`config.mk`:
```
export PLATFORM = sky130hd
export DESIGN_NAME = ptlik_cordic_cell
export DESIGN_NICKNAME = d
export VERILOG_FILES = /design/src/rtl/ptlik_pkg.sv /design/src/rtl/ptlik_cordic_cell.sv
export SDC_FILE = /design/constraint.sdc
export NUM_CORES = 1
export LEC_CHECK = 0
export BUFFER_PORTS_ARGS = -buffer_cell sky130_fd_sc_hd__buf_2
export CORE_MARGIN = 5
export CORE_UTILIZATION = 35
export DETAILED_ROUTE_END_ITERATION = 8
export PLACE_DENSITY = 0.67
export SLEW_MARGIN = 10
export SYNTH_ARGS = -nofsm -noshare
export SYNTH_HDL_FRONTEND = slang
export SYNTH_SLANG_ARGS = --single-unit
```
`constraint.sdc`:
```
create_clock -name i_clk -period 5.3 [get_ports i_clk]
set_input_delay 0.795 -clock i_clk [delete_from_list [all_inputs] [get_ports i_clk]]
set_output_delay 0.795 -clock i_clk [all_outputs]
set_load 0.02 [all_outputs]
```
`src/rtl/ptlik_pkg.sv`:
```
// Shared types, fixed widths and angle constants for the planar three-link IK block.
// Angles are held in 1/65536 degree; no dependencies.
package ptlik_pkg;

    // Fixed field and datapath widths
    localparam int LW   = 14;   // link length, unsigned Q14.0
    localparam int CFGW = 15;   // configuration data
    localparam int CIW  = 2;    // configuration register index
    localparam int OANW = 15;   // orientation input
    localparam int PSW  = 25;   // orientation in 1/65536 degree
    localparam int ZW   = 26;   // CORDIC angle accumulator
    localparam int RW   = 33;   // rotation CORDIC x/y, Q30
    localparam int PW   = 48;   // link 3 times sin/cos product
    localparam int TMW  = 18;   // rounded link 3 offset
    localparam int QB   = 30;   // cosine argument quotient bits
    localparam int MW   = 31;   // cosine argument magnitude, Q30
    localparam int CAW  = 32;   // signed cosine argument
    localparam int RADW = 62;   // 1 - c^2 radicand, Q60
    localparam int AAW  = 34;   // acos vectoring CORDIC x/y
    localparam int TW   = 28;   // joint angle sums
    localparam int JW   = 18;   // rounded joint angle
    localparam int OW   = 17;   // joint angle and wrist outputs

    localparam logic signed [ZW-1:0] DEG_QUARTER = 26'sd5898240;
    localparam logic signed [ZW-1:0] DEG_HALF    = 26'sd11796480;
    localparam logic signed [ZW-1:0] DEG_FULL    = 26'sd23592960;
    localparam logic signed [RW-1:0] GAIN_Q30    = 33'sd652032874;
    localparam logic signed [PW-1:0] PROD_RND    = 48'sd536870912;
    localparam logic signed [TW-1:0] ANG_RND     = 28'sd512;
    localparam logic [MW-1:0]        Q30_ONE     = 31'h4000_0000;
    localparam logic [RADW-1:0]      Q60_ONE     = 62'h1000_0000_0000_0000;

    // Configuration register reset values
    localparam logic [LW-1:0]          LINK1_RST = 14'd1475;
    localparam logic [LW-1:0]          LINK2_RST = 14'd1475;
    localparam logic [LW-1:0]          LINK3_RST = 14'd2621;
    localparam logic signed [CFGW-1:0] FLIP_RST  = -15'sd1920;

    typedef enum logic [CIW-1:0] {
        CFG_LINK1 = 2'd0,
        CFG_LINK2 = 2'd1,
        CFG_LINK3 = 2'd2,
        CFG_FLIP  = 2'd3
    } t_cfg_idx;

    // atan(2^-step) in 1/65536 degree
    function automatic logic signed [ZW-1:0] atan_deg(input int step);
        logic signed [ZW-1:0] a;
        case (step)
            0:  a = 26'sd2949120;
            1:  a = 26'sd1740967;
            2:  a = 26'sd919879;
            3:  a = 26'sd466945;
            4:  a = 26'sd234379;
            5:  a = 26'sd117304;
            6:  a = 26'sd58666;
            7:  a = 26'sd29335;
            8:  a = 26'sd14668;
            9:  a = 26'sd7334;
            10: a = 26'sd3667;
            11: a = 26'sd1833;
            12: a = 26'sd917;
            13: a = 26'sd458;
            14: a = 26'sd229;
            15: a = 26'sd115;
            16: a = 26'sd57;
            17: a = 26'sd29;
            18: a = 26'sd14;
            19: a = 26'sd7;
            20: a = 26'sd4;
            21: a = 26'sd2;
            22: a = 26'sd1;
            default: a = 26'sd0;
        endcase
        return a;
    endfunction

endpackage

```
`src/rtl/ptlik_cordic_cell.sv`:
```
// One registered CORDIC micro-rotation, rotation or vectoring mode.
// Depends on ptlik_pkg for the arctangent table and angle width.
module ptlik_cordic_cell
    import ptlik_pkg::*;
#(
    parameter int XW     = 33,
    parameter int STEP   = 0,
    parameter bit VECTOR = 1'b0
) (
    input  logic                 i_clk,
    input  logic signed [XW-1:0] i_x,
    input  logic signed [XW-1:0] i_y,
    input  logic signed [ZW-1:0] i_z,
    output logic signed [XW-1:0] o_x,
    output logic signed [XW-1:0] o_y,
    output logic signed [ZW-1:0] o_z
);

    logic signed [XW-1:0] r_x, r_y, n_x, n_y;
    logic signed [ZW-1:0] r_z, n_z;
    logic signed [XW-1:0] dx, dy;
    logic signed [ZW-1:0] ang;
    logic                 pos;

    assign dx  = i_y >>> STEP;
    assign dy  = i_x >>> STEP;
    assign ang = atan_deg(STEP);
    // rotate toward zero residual angle, or toward zero y when vectoring
    assign pos = VECTOR ? i_y[XW-1] : ~i_z[ZW-1];

    always_comb begin
        if (pos) begin
            n_x = i_x - dx;
            n_y = i_y + dy;
            n_z = i_z - ang;
        end else begin
            n_x = i_x + dx;
            n_y = i_y - dy;
            n_z = i_z + ang;
        end
    end

    always_ff @(posedge i_clk) begin
        r_x <= n_x;
        r_y <= n_y;
        r_z <= n_z;
    end

    assign o_x = r_x;
    assign o_y = r_y;
    assign o_z = r_z;

endmodule

```
==> results.ini <==
[run_status]
status=finished clean

[critical_path]
cp.arrival_ns=4.02
slowest_stage=ha_1
critPathBufInv=3
cp_top_family=compound AO/OA/AOI/OAI gates
path_class=primary input to flop
cp-startpoint=i_x[9]
start_kind=primary input
end_kind=flop
path_cells=buf_2 > inv_1 > ha_1 > inv_1 > nor3_2 > a21boi_1 > o211ai_1 > a2111o_1 > a211oi_1 > o21ba_1 > o41ai_1 > xnor2_1
crit_top_cell=inv_1
cp_max_fo=12
critPathMaxStageDelay_ns=0.57
cp.required_ns=5.54

[placement]
placed_cell_area_mm2=0.00898
pre_cts_slack_ns=1.24
place_hpwl_um=20200
place_inst=1429
port_buffers=184
gp_congestion=0.939

[finish]
final_area_mm2=0.00927
utilization_pct=41.2
final_nets=1364
layout.cells.non_filler=1445
fillers=2333
diodes=0
layout-drive-gt1-share_pct=19.6
areaGrowthSynthToFinish_pct=16.6
final_common_cell=buf_2
most-common-layout-cells=184 x buf_2, 113 x a21oi_1, 112 x ha_1

[die]
die_w_um=161
coreArea_mm2=0.0225
start_util_pct=35.3
dieArea_mm2=0.0258
rows=55
fp.dieH_um=161
io_pins=185

[sta]
setup_violations=0
worst_pin_slew_ns=1.03
max_freq_ghz=0.265
relSlewSlack_pct=30.9
min_period_ns=3.78
post-route-period-util_pct=71.3
rsz0062_at_grt=no
setup_slack_ns=1.52
hold_violations=0
slew_viol_final=0
finalSetupTns_ns=0

[detailed_routing]
antenna_left=0
drc=0
wl_um=25500
routedWlPerCell_um=17.7
vias_per_cell=5.40
vias=7807
first_pass_iters=6
drt_iter0_drc=715

[synth]
yosysWarnings=0
synth.distinct_cells=82
synth.net_count=1214
syn-cell-area_mm2=0.00795
synth_compound_area_share_pct=26.0
synthFlopType=dfxtp_1
synth-edff-count=0
synth_xor_area_share_pct=7.60
synth_seq_cells=91
synth_cells=1005
avgSynthCellArea_um2=7.91
ys_seq_area_share_pct=22.9
synth_simple_gate_area_share_pct=15.2
muxShareOfSynthArea_pct=1.53
synth_top_family_by_area=compound AO/OA/AOI/OAI gates
synthAdderAreaFrac_pct=18.6
synthArstFlopShare_pct=0

[clock_tree]
path_clk_slew_ns=0.07
clockBufferDepth=2
cts_resized=0
hold_buffers=0
cts_root_buffer=clkbuf_16
cts_tree=built
h-tree-depth=3
cts_setup_buffers=0
cts.sinks=91
numCtsBuffers=9

[global_routing]
antenna_found_initial=0
grt_overflow=0
grt_pass1_vias=7336
grt_max_degree=81
grt_pass1_wl_um=39400
grt_use_total_pct=18.8

[min_path]
worstHoldEndpoint=o_z[3]
min_path_cells=1
hp-class=primary input to flop
worstHoldStart=i_z[3]

[job]
maxCapViolations=0

[pwr]
pwr-share-clk_pct=25.2
leakagePower_nw=4.44
p_int_mw=1.55
swShare_pct=41.1
p_per_area_mw_per_mm2=284
power_frac_comb_pct=42.3
ir_drop_uv=130
p_sw_mw=1.08
p_seq_share_pct=32.5

==> final cells by class <==
class                      instances  area, um2  area share (%)
timing repair buffer             185        928            10.0
clock buffer                       9        225            2.43
clock inverter                     7       71.3           0.769
inverter                         104        390            4.21
multi-input combinational        764       5480            59.1
tap                              285        357            3.85
sequential                        91       1820            19.6
==> flip-flops by register name, indices dropped and copies added, names as in the netlist <==
signal  cells
o_x        32
o_y        33
o_z        26
==> per-layer routing <==
metal / part of all wire [%] / vias to the layer above / wire [um] / global-route usage, %
li1: - / 3787 / - / -
met1: 46 / 3640 / 11700 / 25.4
met2: 45 / 339 / 11400 / 30.2
met3: 6.8 / 41 / 1740 / 4.00
met4: 2.4 / 0 / 609 / 5.51
met5: 0 / - / 0 / 0
==> how the worst max path moves through the flow <==
stage | endpoint | slack (ns) | depth (start not counted)
3_5_place_dp | o_x[32] | 1.24 | 12
5_1_grt | o_x[32] | 1.33 | 12
2_1_floorplan | o_x[31] | 2.16 | 12
6_report | o_x[32] | 1.52 | 12
4_1_cts | o_x[32] | 1.60 | 12
3_3_place_gp | o_x[32] | 1.23 | 12
==> metrics by stage <==
stage / hold WS, ns / total power, mW
floorplan: 0.823 / 1.62
global placement: 0.898 / 1.97
detailed placement: 0.899 / 1.98
CTS: 0.516 / 2.65
global route: 0.509 / 2.79
finish: 0.526 / 2.63
==> cells by family after synthesis <==
kind of cell             count (synthesis)
adder cells (fa/ha/maj)                116
flip-flops                              91
multiplexers                            12
XOR/XNOR                                69
buffers and inverters                  150
AND/OR/NAND/NOR                        248
AO/OA/AOI/OAI                          319
==> power by group through the flow <==
stage                     clock network, mW  registers, mW  logic (mW)
after CTS                             0.682          0.860        1.11
final                                 0.663          0.857        1.11
after detailed placement                  0          0.875        1.10
after global placement                    0          0.872        1.10
after floorplan                           0           1.05       0.569
after global routing                  0.718          0.874        1.20
==> Yosys cell counts (9+ instances only) <==
cell type | count | area share (%)
xor2_1 | 9 | 0.99
nor2b_1 | 13 | 1.0
o21bai_1 | 19 | 1.8
nand2_1 | 63 | 3.0
inv_1 | 100 | 4.7
a211oi_1 | 16 | 1.5
nand3_1 | 13 | 0.82
o21ai_0 | 57 | 3.6
clkbuf_1 | 18 | 0.85
mux2i_1 | 11 | 1.4
nor2_1 | 76 | 3.6
a21oi_1 | 113 | 7.1
dfxtp_1 | 91 | 23
buf_2 | 14 | 0.88
o31ai_1 | 9 | 0.85
xnor2_1 | 60 | 6.6
nor3_1 | 25 | 1.6
ha_1 | 112 | 18
a21o_1 | 24 | 2.3
Power figures use the tool's default switching activity.
