## src/rtl/ptlik_sqrt_cell.sv

```systemverilog
// One registered digit of a floor square root: takes two radicand bits, yields one root bit.
// No package dependencies.
module ptlik_sqrt_cell #(
    parameter int W = 36
) (
    input  logic             i_clk,
    input  logic [W-1:0]     i_rad,
    input  logic [W/2:0]     i_rem,
    input  logic [W/2-1:0]   i_root,
    output logic [W-1:0]     o_rad,
    output logic [W/2:0]     o_rem,
    output logic [W/2-1:0]   o_root
);

    localparam int HW = W / 2;

    logic [W-1:0]  r_rad, n_rad;
    logic [HW:0]   r_rem, n_rem;
    logic [HW-1:0] r_root, n_root;
    logic [HW+2:0] sh, trial, diff;
    logic          fit;

    // bring down the next radicand pair and try root*4+1
    assign sh    = {i_rem, i_rad[W-1:W-2]};
    assign trial = {1'b0, i_root, 2'b01};
    assign diff  = sh - trial;
    assign fit   = (sh >= trial);

    always_comb begin
        n_rad  = {i_rad[W-3:0], 2'b00};
        n_root = {i_root[HW-2:0], fit};
        n_rem  = fit ? diff[HW:0] : sh[HW:0];
    end

    always_ff @(posedge i_clk) begin
        r_rad  <= n_rad;
        r_rem  <= n_rem;
        r_root <= n_root;
    end

    assign o_rad  = r_rad;
    assign o_rem  = r_rem;
    assign o_root = r_root;

endmodule

```

## config.mk

```make
export PLATFORM = sky130hd
export DESIGN_NAME = ptlik_sqrt_cell
export DESIGN_NICKNAME = d
export VERILOG_FILES = /design/src/rtl/ptlik_sqrt_cell.sv
export SDC_FILE = /design/constraint.sdc
export NUM_CORES = 1
export LEC_CHECK = 0
export BUFFER_PORTS_ARGS = -buffer_cell sky130_fd_sc_hd__buf_2
export CORE_MARGIN = 8
export CORE_UTILIZATION = 45
export CTS_BUF_LIST = sky130_fd_sc_hd__clkbuf_8
export CTS_CLUSTER_DIAMETER = 50
export DETAILED_ROUTE_END_ITERATION = 8
export PLACE_DENSITY = 0.8
export SYNTH_ARGS = -nofsm -noshare
export SYNTH_HDL_FRONTEND = slang
export SYNTH_SLANG_ARGS = --single-unit
```

## constraint.sdc

```tcl
create_clock -name i_clk -period 3 [get_ports i_clk]
set_clock_uncertainty 0.1 [all_clocks]
set_input_delay 0.6 -clock i_clk [delete_from_list [all_inputs] [get_ports i_clk]]
set_output_delay 0.6 -clock i_clk [all_outputs]
set_load 0.01 [all_outputs]
```

==> impl_metrics.ini, run 1 <==
[floorplanning]
die_x_um = 95.6
initial_core_util_pct = 45.7
placementRows = 29
die-area_um2 = 9140
pin_count = 147
die_h_um = 95.6
coreArea_um2 = 6240

[synth]
synth_edf_count = 0
ys_ff_latch = 71
synthDistinctLibCells = 47
synth_flop_cell = dfxtp_1
netlist_instances = 264
netlist_area_um2 = 2850
syn_avg_cell_area_um2 = 10.8
synth_top_cell_by_area = dfxtp_1
synth_area_leaders = dfxtp_1, ha_1, mux2_4
synth-seq-area-share_pct = 49.8
yosys_warnings = 0
synthArstFlopShare_pct = 0
yosys.area.top_type_share_pct = 49.8

[pwr]
power_switching_uw = 650
switching_share_pct = 26.5
p_clk_share_pct = 34.9
pwr-share-comb_pct = 22.0
seqPwrFrac_pct = 43.0
cellInternalPower_mw = 1.80
p_leak_nw = 2.04
p_total_mw = 2.45
vdd_ir_drop_max_mv = 0.419
power.density_nw_per_um2 = 630

[critical_path]
critPathMaxStageDelay_ps = 450
crit_arrival_ps = 2690
worstSetupEndpointType = flop
critPathKind = input port to flop
path_max_fanout = 18
cp_slowest_cell = nor4_2
cp_cell_sequence = buf_2, inv_1, ha_1, and2_1, nand3_1, nor4_2, a21oi_1, nand3_2, buf_12, mux2_4
start_kind = input port
worstPathRequired_ps = 3130

[final_layout]
instances_no_fill = 499
drive_gt1_share_pct = 44.8
fillers = 557
num_antenna_cells = 0
nets = 511
area_growth_pct = 36.4

[clock_network]
cts_root_buf = clkbuf_8
cts_resized = 0
cts.sinks = 71
numCtsBuffers = 9
hold_buffers = 0
post_cts_buffers = 0
cts_tree = done
path_clk_slew_ps = 70
htree_num_levels = 3
cts_buffer_depth = 2

[run]
drv_cap = 0

[timing]
fin_crit_sh_pct = 85.4
setup_viol = 0
hold_ws_ps = 261
fin_crit_ps = 2560
tns_ps = 0
rsz0062_at_grt = false
max_freq_ghz = 0.390
drv_slew = 0
hold_viol = 0

[drt]
drtPass1Iterations = 4
drc = 0
dr_total_vias = 2358
drt_iter0_markers = 86
wl_per_cell_um = 15.2
avgViaCountPerCell = 4.73
wirelength_um = 7590
drt.antenna.violating_nets = 0

[min_path]
min_from = i_rad[18]
min_to = o_rad[20]
hold-path-cell-count = 1
min_path_type = input port to flop

[grt]
grt_pass1_wl_um = 11600
antenna_found_initial = 0
gr-total-overflow = 0
grt_max_degree = 19
grt_pass1_vias = 2434
grt.total_usage_pct = 16.4

[run_status]
status = complete, no violations

[placed_design]
place.detailed.hpwl_um = 6380
gp_congestion = 0.857
placed_cells = 483
portBuffers = 144
cells in the final DEF, fill, tap and decap left out, types with 3 or more instances in the layout:
master	n
buf_4	4
dfxtp_1	71
mux2i_1	3
o21ai_0	10
nand2_1	12
nor3_1	5
nor2b_1	3
a211oi_1	4
a21oi_1	14
xnor2_1	10
nor2_1	12
a221o_1	3
nand2b_1	4
buf_2	144
nand3_1	6
inv_1	27
clkbuf_8	10
ha_1	20
mux2_4	15
xor2_1	4
stage by stage:
step / cell area [µm²] / utilization (%) / setup WS [ps]
floorplan: 2860 / - / 456
global placement: 3660 / 58.6 / 133
detailed placement: 3660 / 58.6 / 96.0
CTS: 3890 / 62.3 / 463
global route: 3890 / 62.3 / 271
finish: 3890 / 62.3 / 439
power by group through the flow:
| stage | clock network, mW | logic, mW | registers, mW |
|---|---|---|---|
| 4_1_cts | 0.879 | 0.549 | 1.06 |
| 3_5_place_dp | 0 | 0.548 | 1.08 |
| 2_1_floorplan | 0 | 0.287 | 1.13 |
| 3_3_place_gp | 0 | 0.539 | 1.08 |
| 5_1_grt | 0.921 | 0.597 | 1.06 |
| 6_report | 0.855 | 0.540 | 1.05 |
area by class of cell:
| type | instances | area, µm² | share of cell area [%] |
|---|---|---|---|
| Tap cell | 77 | 96.3 | 2.48 |
| Multi-Input combinational cell | 159 | 1270 | 32.6 |
| Inverter | 27 | 101 | 2.61 |
| Clock inverter | 6 | 92.6 | 2.38 |
| Sequential cell | 71 | 1420 | 36.5 |
| Clock buffer | 10 | 138 | 3.54 |
| Timing Repair Buffer | 149 | 771 | 19.8 |
layer usage:
| layer | wire length (µm) | up-vias | global-route usage (%) |
|---|---|---|---|
| li1 | - | 1213 | - |
| met1 | 2810 | 1041 | 16.8 |
| met2 | 3910 | 99 | 30.4 |
| met3 | 831 | 5 | 6.06 |
| met4 | 42 | 0 | 4.61 |
| met5 | 0 | - | 0 |
cell usage after synthesis (3+ instances only):
master and count:
inv_1 27, nor3_1 5, nor2b_1 3, nor2_1 12, a21oi_1 14, buf_6 3
o21ai_0 10, a221o_1 3, a211oi_1 4, nand2_1 12, dfxtp_1 71, xor2_1 4
nand2b_1 4, mux2i_1 3, ha_1 20, xnor2_1 10, nand3_1 6, mux2_4 15
kinds of logic (layout without fill, tap and decap cells):
family	count (synthesis)	count (layout)	share of synthesized area [%]
buf+inv	35	192	5.75
fa+ha+maj	20	20	8.78
mux	18	18	8.95
compound gates	52	52	12.7
flops	71	71	49.8
simple gates	53	53	9.57
other cells	1	2	0.132
xor+xnor	14	14	4.30
worst max-delay path by stage:
stage               startpoint   endpoint  slack (ps)  cells past startpoint
global route        i_root[12]  o_rem[16]         270                     10
finish              i_root[12]  o_rem[10]         440                     10
floorplan            i_root[9]  o_rem[10]         460                     10
global placement    i_root[12]   o_rem[7]         130                     10
CTS                 i_root[12]  o_rem[10]         460                     10
detailed placement  i_root[12]   o_rem[4]         100                     10
registers in the layout, indices dropped and copies added (netlist names):
signal and count:
o_rad 34, o_rem 19, o_root 18
critical path, delay by kind of cell:
family                     cells  cell delay, ps
muxes                          1             310
AOI/OAI and AO/OA              1             140
buffers and inverters          3             330
adders and majority gates      1             370
and+or+nand+nor                4             940
No activity file was read; power rests on OpenSTA's default activity.
==> run 2, diff against run 1 <==
- RECOVER_POWER: unset -> 100
==> impl_metrics.ini, run 2 (synthesis gave the netlist of run 1 again) <==
[drt]
drt_iter0_markers = 75
wl_met1_um = 2890
route.met2.wl_um = 3910
drtPass1Iterations = 4
wirelength_um = 7670
highest_layer = met4
drt.antenna.violating_nets = 0
avgViaCountPerCell = 4.75
drc = 0
wl_per_cell_um = 15.4
dr_total_vias = 2371
dr_wl_met3_um = 819

[clock_network]
post_cts_buffers = 0
cts_buffer_depth = 2
htree_num_levels = 3
cts_root_buf = clkbuf_8
cts.sinks = 71
hold_buffers = 0
cts_resized = 0
path_clk_slew_ps = 70
cts_tree = done
numCtsBuffers = 9

[floorplanning]
placementRows = 29
coreArea_um2 = 6240
die-area_um2 = 9140
die_h_um = 95.6
initial_core_util_pct = 45.7
die_x_um = 95.6
pin_count = 147

[critical_path]
cp_slowest_cell = nor4_2
critPathKind = input port to flop
crit_family = simple AND/OR/NAND/NOR gates
worst-path-buf-inv = 3
path_max_fanout = 18
start_kind = input port
cp_cell_sequence = clkbuf_1, inv_1, ha_1, and2_0, nand3_1, nor4_2, a21oi_1, nand3_1, buf_12, mux2_4
crit_arrival_ps = 2800
worstPathRequired_ps = 3120
cpMostUsedCell = nand3_1
worstSetupEndpointType = flop
critPathMaxStageDelay_ps = 440

[timing]
hold_viol = 0
setup_viol = 0
max_freq_ghz = 0.374
rsz0062_at_grt = false
fin_crit_sh_pct = 89.1
tns_ps = 0
fin_crit_ps = 2670
fin_ws_ps = 328
drv_slew = 0

[placed_design]
place_ws_ps = 96.0
gp_congestion = 0.857
place.detailed.hpwl_um = 6380
portBuffers = 144
place_area_um2 = 3660

[final_layout]
mostFrequentLayoutCells = clkbuf_1, dfxtp_1, buf_2
largest_register_ffs = 34
nets = 511
postLayoutCoreUtil_pct = 60.7
drive_gt1_share_pct = 26.5
final_common_cell = clkbuf_1
num_antenna_cells = 0
area_growth_pct = 32.8
stdcell_area_um2 = 3790

[pwr]
vdd_ir_drop_max_mv = 0.416
p_leak_nw = 1.83
power.density_nw_per_um2 = 641
p_total_mw = 2.43

[min_path]
min_path_type = input port to flop
min_from = i_rad[18]
min_to = o_rad[20]
hold-path-cell-count = 1

[grt]
grt_pass1_vias = 2434
grt.total_usage_pct = 16.4
grt_max_degree = 19
grt_pass1_wl_um = 11600
gr-total-overflow = 0
antenna_found_initial = 0

[run]
drv_cap = 0

[run_status]
status = complete, no violations
[run 2: how the worst max path moves through the flow]
stage               slack (ps)  depth (start not counted)        from   endpoint
finish                     330                         10  i_root[12]  o_rem[10]
global route               140                         10  i_root[12]  o_rem[16]
CTS                        460                         10  i_root[12]  o_rem[10]
detailed placement         100                         10  i_root[12]   o_rem[4]
global placement           130                         10  i_root[12]   o_rem[7]
floorplan                  460                         10   i_root[9]  o_rem[10]
[run 2: cell type report]
class                      instances  area [µm²]
tap                               77        96.3
inverter                          27         101
timing repair buffer             149         677
clock buffer                      10         138
fill                             594        2450
clock inverter                     6        92.6
multi-input combinational        159        1260
sequential                        71        1420
[run 2: routing by layer]
metal,track usage (%),vias up
met2,30.4,102
met5,0,-
met1,16.8,1051
met3,6.06,5
li1,-,1213
met4,4.61,0
[run 2: per-stage QoR]
| step | cells | hold slack (ps) |
|---|---|---|
| floorplan | 265 | 528 |
| global placement | 483 | 602 |
| detailed placement | 483 | 604 |
| CTS | 499 | 241 |
| global route | 499 | 232 |
| finish | 499 | 261 |
[run 2: power breakdown]
part	switching [mW]	internal [mW]	leakage, nW
Combinational	0.271	0.241	1.11
Sequential	0.0230	1.04	0.599
Clock	0.361	0.496	0.114
Total	0.655	1.77	1.83
