--- config.mk ---
export PLATFORM = sky130hd
export DESIGN_NAME = ptlik_div_cell
export DESIGN_NICKNAME = d
export VERILOG_FILES = /design/src/rtl/ptlik_pkg.sv /design/src/rtl/ptlik_div_cell.sv
export SDC_FILE = /design/constraint.sdc
export NUM_CORES = 1
export LEC_CHECK = 0
export ABC_AREA = 0
export BUFFER_PORTS_ARGS = -buffer_cell sky130_fd_sc_hd__buf_2
export CORE_MARGIN = 4
export CORE_UTILIZATION = 30
export CTS_CLUSTER_DIAMETER = 50
export DETAILED_ROUTE_END_ITERATION = 16
export HOLD_SLACK_MARGIN = 0.03
export SLEW_MARGIN = 0
export SYNTH_ARGS = -nofsm -noshare
export SYNTH_HDL_FRONTEND = slang
export SYNTH_SLANG_ARGS = --single-unit
export TNS_END_PERCENT = 50
--- constraint.sdc ---
create_clock -name i_clk -period 3.3 [get_ports i_clk]
set_input_delay 0.33 -clock i_clk [delete_from_list [all_inputs] [get_ports i_clk]]
set_output_delay 0.33 -clock i_clk [all_outputs]
set_load 0.01 [all_outputs]
--- src/rtl/ptlik_pkg.sv ---
// Shared types, fixed widths and angle constants for the planar three-link IK block.
// Angles are held in 1/65536 degree; no dependencies.
package ptlik_pkg;

    // Fixed field and datapath widths
    localparam int LW   = 14;   // link length, unsigned Q14.0
    localparam int CFGW = 15;   // configuration data
    localparam int CIW  = 2;    // configuration register index
    localparam int OANW = 15;   // orientation input
    localparam int PSW  = 25;   // orientation in 1/65536 degree
    localparam int ZW   = 26;   // CORDIC angle accumulator
    localparam int RW   = 33;   // rotation CORDIC x/y, Q30
    localparam int PW   = 48;   // link 3 times sin/cos product
    localparam int TMW  = 18;   // rounded link 3 offset
    localparam int QB   = 30;   // cosine argument quotient bits
    localparam int MW   = 31;   // cosine argument magnitude, Q30
    localparam int CAW  = 32;   // signed cosine argument
    localparam int RADW = 62;   // 1 - c^2 radicand, Q60
    localparam int AAW  = 34;   // acos vectoring CORDIC x/y
    localparam int TW   = 28;   // joint angle sums
    localparam int JW   = 18;   // rounded joint angle
    localparam int OW   = 17;   // joint angle and wrist outputs

    localparam logic signed [ZW-1:0] DEG_QUARTER = 26'sd5898240;
    localparam logic signed [ZW-1:0] DEG_HALF    = 26'sd11796480;
    localparam logic signed [ZW-1:0] DEG_FULL    = 26'sd23592960;
    localparam logic signed [RW-1:0] GAIN_Q30    = 33'sd652032874;
    localparam logic signed [PW-1:0] PROD_RND    = 48'sd536870912;
    localparam logic signed [TW-1:0] ANG_RND     = 28'sd512;
    localparam logic [MW-1:0]        Q30_ONE     = 31'h4000_0000;
    localparam logic [RADW-1:0]      Q60_ONE     = 62'h1000_0000_0000_0000;

    // Configuration register reset values
    localparam logic [LW-1:0]          LINK1_RST = 14'd1475;
    localparam logic [LW-1:0]          LINK2_RST = 14'd1475;
    localparam logic [LW-1:0]          LINK3_RST = 14'd2621;
    localparam logic signed [CFGW-1:0] FLIP_RST  = -15'sd1920;

    typedef enum logic [CIW-1:0] {
        CFG_LINK1 = 2'd0,
        CFG_LINK2 = 2'd1,
        CFG_LINK3 = 2'd2,
        CFG_FLIP  = 2'd3
    } t_cfg_idx;

    // atan(2^-step) in 1/65536 degree
    function automatic logic signed [ZW-1:0] atan_deg(input int step);
        logic signed [ZW-1:0] a;
        case (step)
            0:  a = 26'sd2949120;
            1:  a = 26'sd1740967;
            2:  a = 26'sd919879;
            3:  a = 26'sd466945;
            4:  a = 26'sd234379;
            5:  a = 26'sd117304;
            6:  a = 26'sd58666;
            7:  a = 26'sd29335;
            8:  a = 26'sd14668;
            9:  a = 26'sd7334;
            10: a = 26'sd3667;
            11: a = 26'sd1833;
            12: a = 26'sd917;
            13: a = 26'sd458;
            14: a = 26'sd229;
            15: a = 26'sd115;
            16: a = 26'sd57;
            17: a = 26'sd29;
            18: a = 26'sd14;
            19: a = 26'sd7;
            20: a = 26'sd4;
            21: a = 26'sd2;
            22: a = 26'sd1;
            default: a = 26'sd0;
        endcase
        return a;
    endfunction

endpackage

--- src/rtl/ptlik_div_cell.sv ---
// One registered step of a restoring fractional divide: one quotient bit per cell.
// Depends on ptlik_pkg for the quotient width.
module ptlik_div_cell
    import ptlik_pkg::*;
#(
    parameter int DW = 33
) (
    input  logic          i_clk,
    input  logic [DW-1:0] i_rem,
    input  logic [DW-1:0] i_den,
    input  logic [QB-1:0] i_q,
    output logic [DW-1:0] o_rem,
    output logic [DW-1:0] o_den,
    output logic [QB-1:0] o_q
);

    logic [DW-1:0] r_rem, n_rem, r_den;
    logic [QB-1:0] r_q, n_q;
    logic [DW:0]   sh, diff;
    logic          fit;

    // double the remainder and subtract the divisor where it fits
    assign sh   = {i_rem, 1'b0};
    assign diff = sh - {1'b0, i_den};
    assign fit  = (sh >= {1'b0, i_den});

    always_comb begin
        n_rem = fit ? diff[DW-1:0] : sh[DW-1:0];
        n_q   = {i_q[QB-2:0], fit};
    end

    always_ff @(posedge i_clk) begin
        r_rem <= n_rem;
        r_den <= i_den;
        r_q   <= n_q;
    end

    assign o_rem = r_rem;
    assign o_den = r_den;
    assign o_q   = r_q;

endmodule

==> results of run 1 <==
-- cell usage in the layout, fill, tap and decap left out, types with 6 or more instances in the layout --
cell / count
buf_2: 191
dfxtp_1: 96
inv_1: 38
ha_1: 33
mux2_1: 25
a21oi_1: 24
nand2_1: 19
o21ai_0: 19
nor2_1: 17
xor2_1: 16
buf_4: 16
xnor2_1: 15
a21o_1: 10
nand3_1: 9
clkbuf_16: 9
mux2_2: 6
-- kinds of logic after synthesis --
kind of cell / count (synthesis) / share of synthesized area
flops: 96 / 0.470
compound gates: 86 / 0.135
simple gates: 71 / 0.0839
buf+inv: 48 / 0.0499
fa+ha+maj: 34 / 0.106
mux: 32 / 0.0879
xor+xnor: 31 / 0.0665
-- final timing paths --
| kind | start | end | slack [ns] | depth (start not counted) |
|---|---|---|---|---|
| worst max-delay path | i_den[17] | o_rem[26] | 0.34 | 13 |
| worst min-delay path | i_q[6] | o_q[7] | 0.08 | 1 |
-- state kept, by name, summed over array words and instances, names as in the netlist --
name,flops
o_den,33
o_q,30
o_rem,33
-- power breakdown --
group / total (uW) / switching, uW / internal [uW]
clock: 1020 / 484 / 536
sequential: 1320 / 29.7 / 1290
combinational: 740 / 386 / 354
total: 3080 / 900 / 2180
-- per-stage QoR --
stage	hold slack (ns)	setup TNS, ns	setup slack (ns)	total power, uW	cells
after global placement	0.432	0	0.00894	2080	773
final	0.0817	0	0.340	3080	791
after global routing	0.0557	0	0.0457	3290	790
after floorplan	0.358	0	0.323	1780	398
after CTS	0.0640	0	0.291	3140	789
after detailed placement	0.435	-2.03	-0.0957	2090	773
-- metal layers --
metal	vias up	track usage	part of all wire
li1	1805	-	-
met1	1649	0.168	0.43
met2	142	0.226	0.48
met3	15	0.0467	0.078
met4	0	0.0451	0.017
met5	-	0	0
-- worst max-delay path, stage by stage --
cell and delay, ns:
buf_2 0.08, inv_1 0.03, ha_1 0.39, nand4_1 0.20
nor3_1 0.47, nand3_1 0.13, o31ai_1 0.31, a211o_1 0.19
a41oi_1 0.07, o211ai_1 0.33, a211oi_4 0.14, buf_12 0.18
mux2_1 0.32
-- cell type report --
| class | instances | area share |
|---|---|---|
| Antenna cell | 2 | 0.000884 |
| Clock buffer | 9 | 0.0398 |
| Clock inverter | 7 | 0.0128 |
| Inverter | 38 | 0.0252 |
| Multi-Input combinational cell | 254 | 0.346 |
| Sequential cell | 96 | 0.339 |
| Tap cell | 176 | 0.0389 |
| Timing Repair Buffer | 209 | 0.197 |
==> reports/summary.txt, run 1 <==
Gr usage total: 0.137
Total CTS buffers: 9
Via/cell ratio: 4.57
Clk slew on worst S/H paths: 0.07 ns
Largest net degree at the start of global routing: 21
Yosys top cell by area: dfxtp_1
Remaining antenna violation count after routing: 0
Outcome: finished clean
Vias in the first global route: 3,680
Drc violations: 0
Synth Cell Area: 4090 sq um
Synth async-reset ratio: 0
Syn Inst Count: 398
Post-CTS sizing: 0
Routed WL: 10.7 mm
Leading cell type by number of instances after synthesis: dfxtp_1
Critical path type: input pin to register
Leak: 0.00283 uW
Register bit total from synthesis: 96
Syn Nets: 529
Gpl congestion: 0.874
Core area: 13,300 sq um
Post-synthesis sequential area ratio: 0.470
Fin. Hold Viols: 0
Cell variety after synth: 46
Max clock buf depth: 2
Worst-path fanout max: 20
Fmax achieved: 0.338 GHz
Top cells by area, synth: dfxtp_1 (47%), ha_1 (10%), mux2_1 (6.9%)
Power per cell area: 544 nW/um^2
CTS Root Cell: clkbuf_16
CP startpoint kind: input pin
Clock sinks: 96
Post-synth top flop: dfxtp_1
Max_slew headroom: 0.639
Critical path required time: 3.53 ns
Final instance area: 5660 sq um
Storage cell area: 1920 sq um
Finish-stage setup viols: 0
Number of synthesized flops with an enable pin: 0
Htree depth: 3
WP data arrival: 3.19 ns
Die X: 125 microns
Synth top area share: 0.470
GRT overflow: 0
CP Capture Type: register
Die Ht: 125 microns
DRT Pass-1 Iters: 4
Placed inst area: 5360 sq um
Via count: 3,611
Synth top cells by count: dfxtp_1 (96), inv_1 (38), ha_1 (33), mux2_1 (25), a21oi_1 (24)
# Max-Cap Violations: 0
RSZ-0062 raised after global routing: no
Port-buffer cells: 191
Hold/Removal Path Class: input pin to register
Pins over their slew limit: 0
First-pass GRT wire length: 17.7 mm
VDD IR max: 0.248 mV
Die area: 15,500 sq um
Detailed Route Iter0 Violations: 101
Initial antenna violation count: 1
FP Rows: 42
CTS tree: built
Initial Util: 0.307
Area Growth Syn to Fin: 38.6%
Multi-input gate area in the final layout: 1960 sq um
Fillers: 1,314
Ys Warns: 0
Ports: 193
Fraction of layout cells with a size suffix above 1: 0.383
Detailed Place HPWL: 8.92 mm
Final worst path period share: 0.897
Util after Layout: 0.426
Avg Cell Area, Syn: 10.3 sq um
Post-CTS Hold Fix Bufs: 0
Nets: 739
Post CTS Setup Buffer Count: 0
WL/cell: 13.5 microns
Fin crit period: 2.96 ns
Worst Tran Pin Value: 0.538 ns
Power figures use the tool's default switching activity.
==> run 2, diff against run 1 <==
--- a/config.mk
+++ b/config.mk
@@ -12,6 +12,7 @@
 export CTS_CLUSTER_DIAMETER = 50
 export DETAILED_ROUTE_END_ITERATION = 16
 export HOLD_SLACK_MARGIN = 0.03
+export RECOVER_POWER = 25
 export SLEW_MARGIN = 0
 export SYNTH_ARGS = -nofsm -noshare
 export SYNTH_HDL_FRONTEND = slang
==> run 2 against run 1 <==
Clock power barely moved. Final cell count did not move. Count of clock-buffer cells in the layout did not move. Critical path depth did not move. Fmax barely moved. Highest routed layer unchanged. Hold slack barely moved. Final area fell by 0.13%.
==> reports/summary.txt, run 2 (synthesis gave the netlist of run 1 again) <==
Outcome: finished clean
Max_slew headroom: 0.639 (unchanged)
Detailed Route Iter0 Violations: 120 (+19%)
Port-buffer cells: 191 (unchanged)
Die X: 125 microns (unchanged)
Die area: 15,500 sq um (unchanged)
Fin. Hold Viols: 0 (unchanged)
Critical path type: input pin to register
GRT overflow: 0 (unchanged)
Hold/Removal Path Class: input pin to register
Leak: 0.00281 uW (-0.58%)
Worst setup margin: 0.340 ns (+0.000387 ns)
Clock sinks: 96 (unchanged)
Crit path cell chain: buf_2 -> inv_1 -> ha_1 -> nand4_1 -> nor3_1 -> nand3_1 -> o31ai_1 -> a211o_1 -> a41oi_1 -> o211ai_1 -> a211oi_4 -> buf_12 -> mux2_1
Core area: 13,300 sq um (unchanged)
Post-CTS sizing: 0 (unchanged)
Remaining antenna violation count after routing: 0 (unchanged)
# Max-Cap Violations: 0 (unchanged)
Routed WL: 10.7 mm (about the same)
Gpl congestion: 0.874 (unchanged)
Fin crit period: 2.96 ns (-0.000387 ns)
First-pass GRT wire length: 17.7 mm (unchanged)
Total CTS buffers: 9 (unchanged)
DRT Pass-1 Iters: 6 (+2)
Via count: 3,606 (-0.14%)
Area Growth Syn to Fin: 38.4%
Commonest non-fill, non-tap cell in the layout: buf_2
Worst slack, placed: -0.0957 ns (unchanged)
Pins over their slew limit: 0 (unchanged)
Most frequent cells in the layout: buf_2 (185), dfxtp_1 (96), inv_1 (38)
Initial antenna violation count: 1 (unchanged)
Max clock buf depth: 2 (unchanged)
CP max stage cell: nor3_1
Post CTS Setup Buffer Count: 0 (unchanged)
CP startpoint kind: input pin
Htree depth: 3 (unchanged)
WL/cell: 13.5 microns (about the same)
CTS tree: built
Family with the most delay on the worst path: compound AO/OA/AOI/OAI gates
Die Ht: 125 microns (unchanged)
Finish-stage setup viols: 0 (unchanged)
Ports: 193 (unchanged)
FP Rows: 42 (unchanged)
Fraction of layout cells with a size suffix above 1: 0.374 (-0.00979)
CP Capture Type: register
Detailed Place HPWL: 8.92 mm (unchanged)
Largest net degree at the start of global routing: 21 (unchanged)
RSZ-0062 raised after global routing: no
VDD IR max: 0.248 mV (-0.10%)
Via/cell ratio: 4.56 (-0.14%)
Power per cell area: 544 nW/um^2 (about the same)
Worst Tran Pin Value: 0.538 ns (unchanged)
WP data arrival: 3.19 ns (about the same)
Final setup TNS: 0 ns (unchanged)
Drc violations: 0 (unchanged)
Nets: 739 (unchanged)
Final worst path period share: 0.897 (about the same)
Critical path required time: 3.53 ns (about the same)
Worst-path fanout max: 20 (unchanged)
Clk slew on worst S/H paths: 0.07 ns (about the same)
Crit path largest cell delay: 0.47 ns (about the same)
Worst Path Buf+Inv: 3 (unchanged)
Fmax achieved: 0.338 GHz (about the same)
Initial Util: 0.307 (unchanged)
CTS Root Cell: clkbuf_16
Vias in the first global route: 3,680 (unchanged)
Gr usage total: 0.137 (unchanged)
Post-CTS Hold Fix Bufs: 0 (unchanged)
==> run 2: where the power goes <==
part | switching, uW | internal, uW | total, uW
Sequential | 29.8 | 1290 | 1320
Combinational | 386 | 353 | 739
Clock | 483 | 536 | 1020
Total | 899 | 2180 | 3080
==> run 2: per-layer routing <==
layer / vias up / GRT usage / routed length, microns
met5: - / 0 / 0
met4: 0 / 0.0451 / 186
met3: 15 / 0.0467 / 809
met2: 137 / 0.226 / 5090
met1: 1650 / 0.168 / 4590
li1: 1804 / - / -
==> run 2: through the flow <==
stage	power, uW	util	std cells	area [sq um]	hold slack, ns
floorplan	1780	-	398	4090	0.358
global placement	2080	0.403	773	5360	0.432
detailed placement	2090	0.403	773	5360	0.435
CTS	3140	0.426	789	5660	0.0640
global route	3280	0.425	790	5650	0.0557
finish	3080	0.425	791	5660	0.0816
==> run 2: final timing paths <==
| path | slack (ns) | cells after the start | to | start |
|---|---|---|---|---|
| max | 0.34 | 13 | o_rem[26] | i_den[17] |
| min | 0.08 | 1 | o_q[7] | i_q[6] |
==> run 2: final cells by class <==
class | instances | area (sq um)
timing repair buffer | 209 | 1110
fill | 1318 | 7640
clock inverter | 7 | 72.6
inverter | 38 | 143
clock buffer | 9 | 225
multi-input combinational | 254 | 1960
antenna | 2 | 5.00
tap | 176 | 220
sequential | 96 | 1920
==> run 3, diff against run 2 <==
--- a/config.mk
+++ b/config.mk
@@ -7,7 +7,6 @@
 export LEC_CHECK = 0
 export ABC_AREA = 0
 export BUFFER_PORTS_ARGS = -buffer_cell sky130_fd_sc_hd__buf_2
-export CORE_MARGIN = 4
 export CORE_UTILIZATION = 30
 export CTS_CLUSTER_DIAMETER = 50
 export DETAILED_ROUTE_END_ITERATION = 16
==> constraint.sdc (replaced) <==
create_clock -name i_clk -period 3.3 [get_ports i_clk]
set_input_delay 0 -clock i_clk [delete_from_list [all_inputs] [get_ports i_clk]]
set_output_delay 0 -clock i_clk [all_outputs]
set_load 0.01 [all_outputs]
==> run 3 against run 2 <==
Final cell count up 10%. Core utilization up 7.0 points. Fmax shrank 6.0%. Non-clock buffer count is 84 higher. Final area increased by 16%. Count of clock-buffer cells in the layout rose by 2. Critical path type unchanged. Critical endpoint is now o_rem[25].
==> reports/summary.txt, run 3 (synthesis gave the netlist of run 1 again) <==
Hold Path End: o_rem[0]
FP Rows: 42 (unchanged)
CTS Root Cell: clkbuf_16
Die X: 119 microns (-4.8%)
Fraction of layout cells with a size suffix above 1: 0.317 (-0.0570)
Total Power: 3230 uW (+5.1%)
Crit path cell chain: dlygate4sd3_1 -> clkbuf_1 -> inv_1 -> ha_2 -> a21oi_1 -> o21ai_0 -> o21ai_0 -> o31ai_2 -> a211o_1 -> a41oi_2 -> o211ai_1 -> a211oi_4 -> buf_4 -> buf_12 -> mux2_2
Finish-stage setup viols: 0 (unchanged)
Critical path type: input pin to register
DRT Pass-1 Iters: 4 (-2)
Worst-path fanout max: 17 (-15%)
Family with the most delay on the worst path: compound AO/OA/AOI/OAI gates
Htree depth: 3 (unchanged)
Port-buffer cells: 191 (unchanged)
Crit path largest cell delay: 0.52 ns (+0.05 ns)
Initial antenna violation count: 0 (-1)
Placed inst area: 5240 sq um (-2.2%)
Commonest non-fill, non-tap cell in the layout: buf_2
CP max stage cell: dlygate4sd3_1
CP Capture Type: register
Final instance area: 6560 sq um (+16%)
Clk slew on worst S/H paths: 0.06 ns (about the same)
Worst Path Buf+Inv: 5 (+2)
Hold WS: 0.222 ns (+0.140 ns)
Critical path required time: 3.52 ns (about the same)
Final setup TNS: 0 ns (unchanged)
GRT overflow: 0 (unchanged)
Routed WL: 11.9 mm (+12%)
Clock sinks: 96 (unchanged)
WL/cell: 13.7 microns (+1.3%)
Remaining antenna violation count after routing: 0 (unchanged)
Drc violations: 0 (unchanged)
ANT cells: 0 (-2)
# Max-Cap Violations: 0 (unchanged)
Most used cell, CP: o21ai_0
Core area: 13,200 sq um (-0.40%)
Max clock buf depth: 2 (unchanged)
CP startpoint kind: input pin
Die Ht: 119 microns (-4.8%)
Comb power frac: 0.255 (+0.015)
Final worst path period share: 0.954 (+0.0574)
Hold/Removal Path Class: input pin to register
Max_slew headroom: 0.651 (+0.0120)
Net switching power: 852 uW (-5.2%)
Nets: 823 (+11%)
Area Growth Syn to Fin: 60.6%
Detailed Route Iter0 Violations: 85 (-29%)
Vias in the first global route: 3,862 (+4.9%)
RSZ-0062 raised after global routing: no
Power per cell area: 493 nW/um^2 (-9.4%)
WP data arrival: 3.37 ns (+0.18 ns)
Gpl congestion: 0.826 (-5.5%)
Initial Util: 0.308 (+0.00122)
Largest net degree at the start of global routing: 35 (+67%)
CTS tree: built
Detailed Place HPWL: 8.10 mm (-9.1%)
Worst Tran Pin Value: 0.521 ns (-0.0170 ns)
Fin. Hold Viols: 0 (unchanged)
Via/cell ratio: 4.48 (-1.7%)
Die area: 14,100 sq um (-9.4%)
Leak: 0.00316 uW (+12%)
Internal: 2380 uW (+9.4%)
First-pass GRT wire length: 18.2 mm (+2.9%)
Hold Path Origin: i_rem[32]
Hold path depth: 5 (+4)
Fmax achieved: 0.318 GHz (-6.0%)
VDD IR max: 0.231 mV (-6.7%)
Outcome: finished clean
Pins over their slew limit: 0 (unchanged)
Net Sw Frac: 0.264 (-0.0287)
Sequential power share: 0.409 (-0.020)
Most frequent cells in the layout: buf_2 (182), dfxtp_1 (96), dlygate4sd3_1 (94)
Via count: 3,904 (+8.3%)
Clk pwr share: 0.337 (+0.006)
Ports: 193 (unchanged)
Total CTS buffers: 9 (unchanged)
Fin crit period: 3.15 ns (+0.189 ns)
Gr usage total: 0.162 (+0.0249)
## run 3: changes by cell type in the layout (fill, tap and decap cells not counted), moves of 2 or more
cell,before,now
buf_2,185,182
buf_4,16,5
bufinv_16,0,2
clkbuf_1,6,9
diode_2,2,0
dlygate4sd3_1,0,94
inv_6,3,0
inv_8,2,0
## run 3: final cells by class
| cell class | count | area, sq um |
|---|---|---|
| Fill cell | 1252 | 6680 |
| Multi-Input combinational cell | 254 | 1990 |
| Timing Repair Buffer | 293 | 1980 |
| Sequential cell | 96 | 1920 |
| Clock buffer | 11 | 243 |
| Tap cell | 176 | 220 |
| Inverter | 38 | 143 |
| Clock inverter | 3 | 67.6 |
## run 3: how the worst max path moves through the flow
stage | start | to | slack, ns | cells after the start
after floorplan | i_den[2] | o_rem[25] | 0.65 | 12
after global placement | i_rem[12] | o_rem[3] | 0.24 | 12
after detailed placement | i_den[13] | o_rem[15] | 0.14 | 13
after CTS | i_rem[10] | o_rem[25] | 0.01 | 13
after global routing | i_rem[0] | o_rem[21] | 0.02 | 15
final | i_den[11] | o_rem[25] | 0.15 | 15
## run 3: layer usage
layer	share of wire	GRT usage	vias to the layer above
met5	0	0	-
met1	0.44	0.183	1777
met2	0.49	0.293	146
met4	0.015	0.0593	0
li1	-	-	1967
met3	0.063	0.0410	14
## run 3: through the flow
step	std cells	utilization	worst slack (ns)
floorplan	398	-	0.653
global placement	759	0.396	0.242
detailed placement	759	0.396	0.135
CTS	867	0.490	0.0137
global route	871	0.496	0.0191
finish	871	0.496	0.151
## run 3: what timing repair did
item                                    CTS  global route
endpoints found under the setup margin    0            31
resized for setup                         0             6
hold buffers                             94             0
buffers inserted                          0             2
endpoints found under the hold margin    95             0
## run 3: power by group through the flow
stage	clock network [uW]	registers, uW	logic (uW)
6_report	1090	1320	823
2_1_floorplan	0	1420	363
3_3_place_gp	0	1340	705
5_1_grt	1180	1330	900
4_1_cts	1120	1320	805
3_5_place_dp	0	1340	713
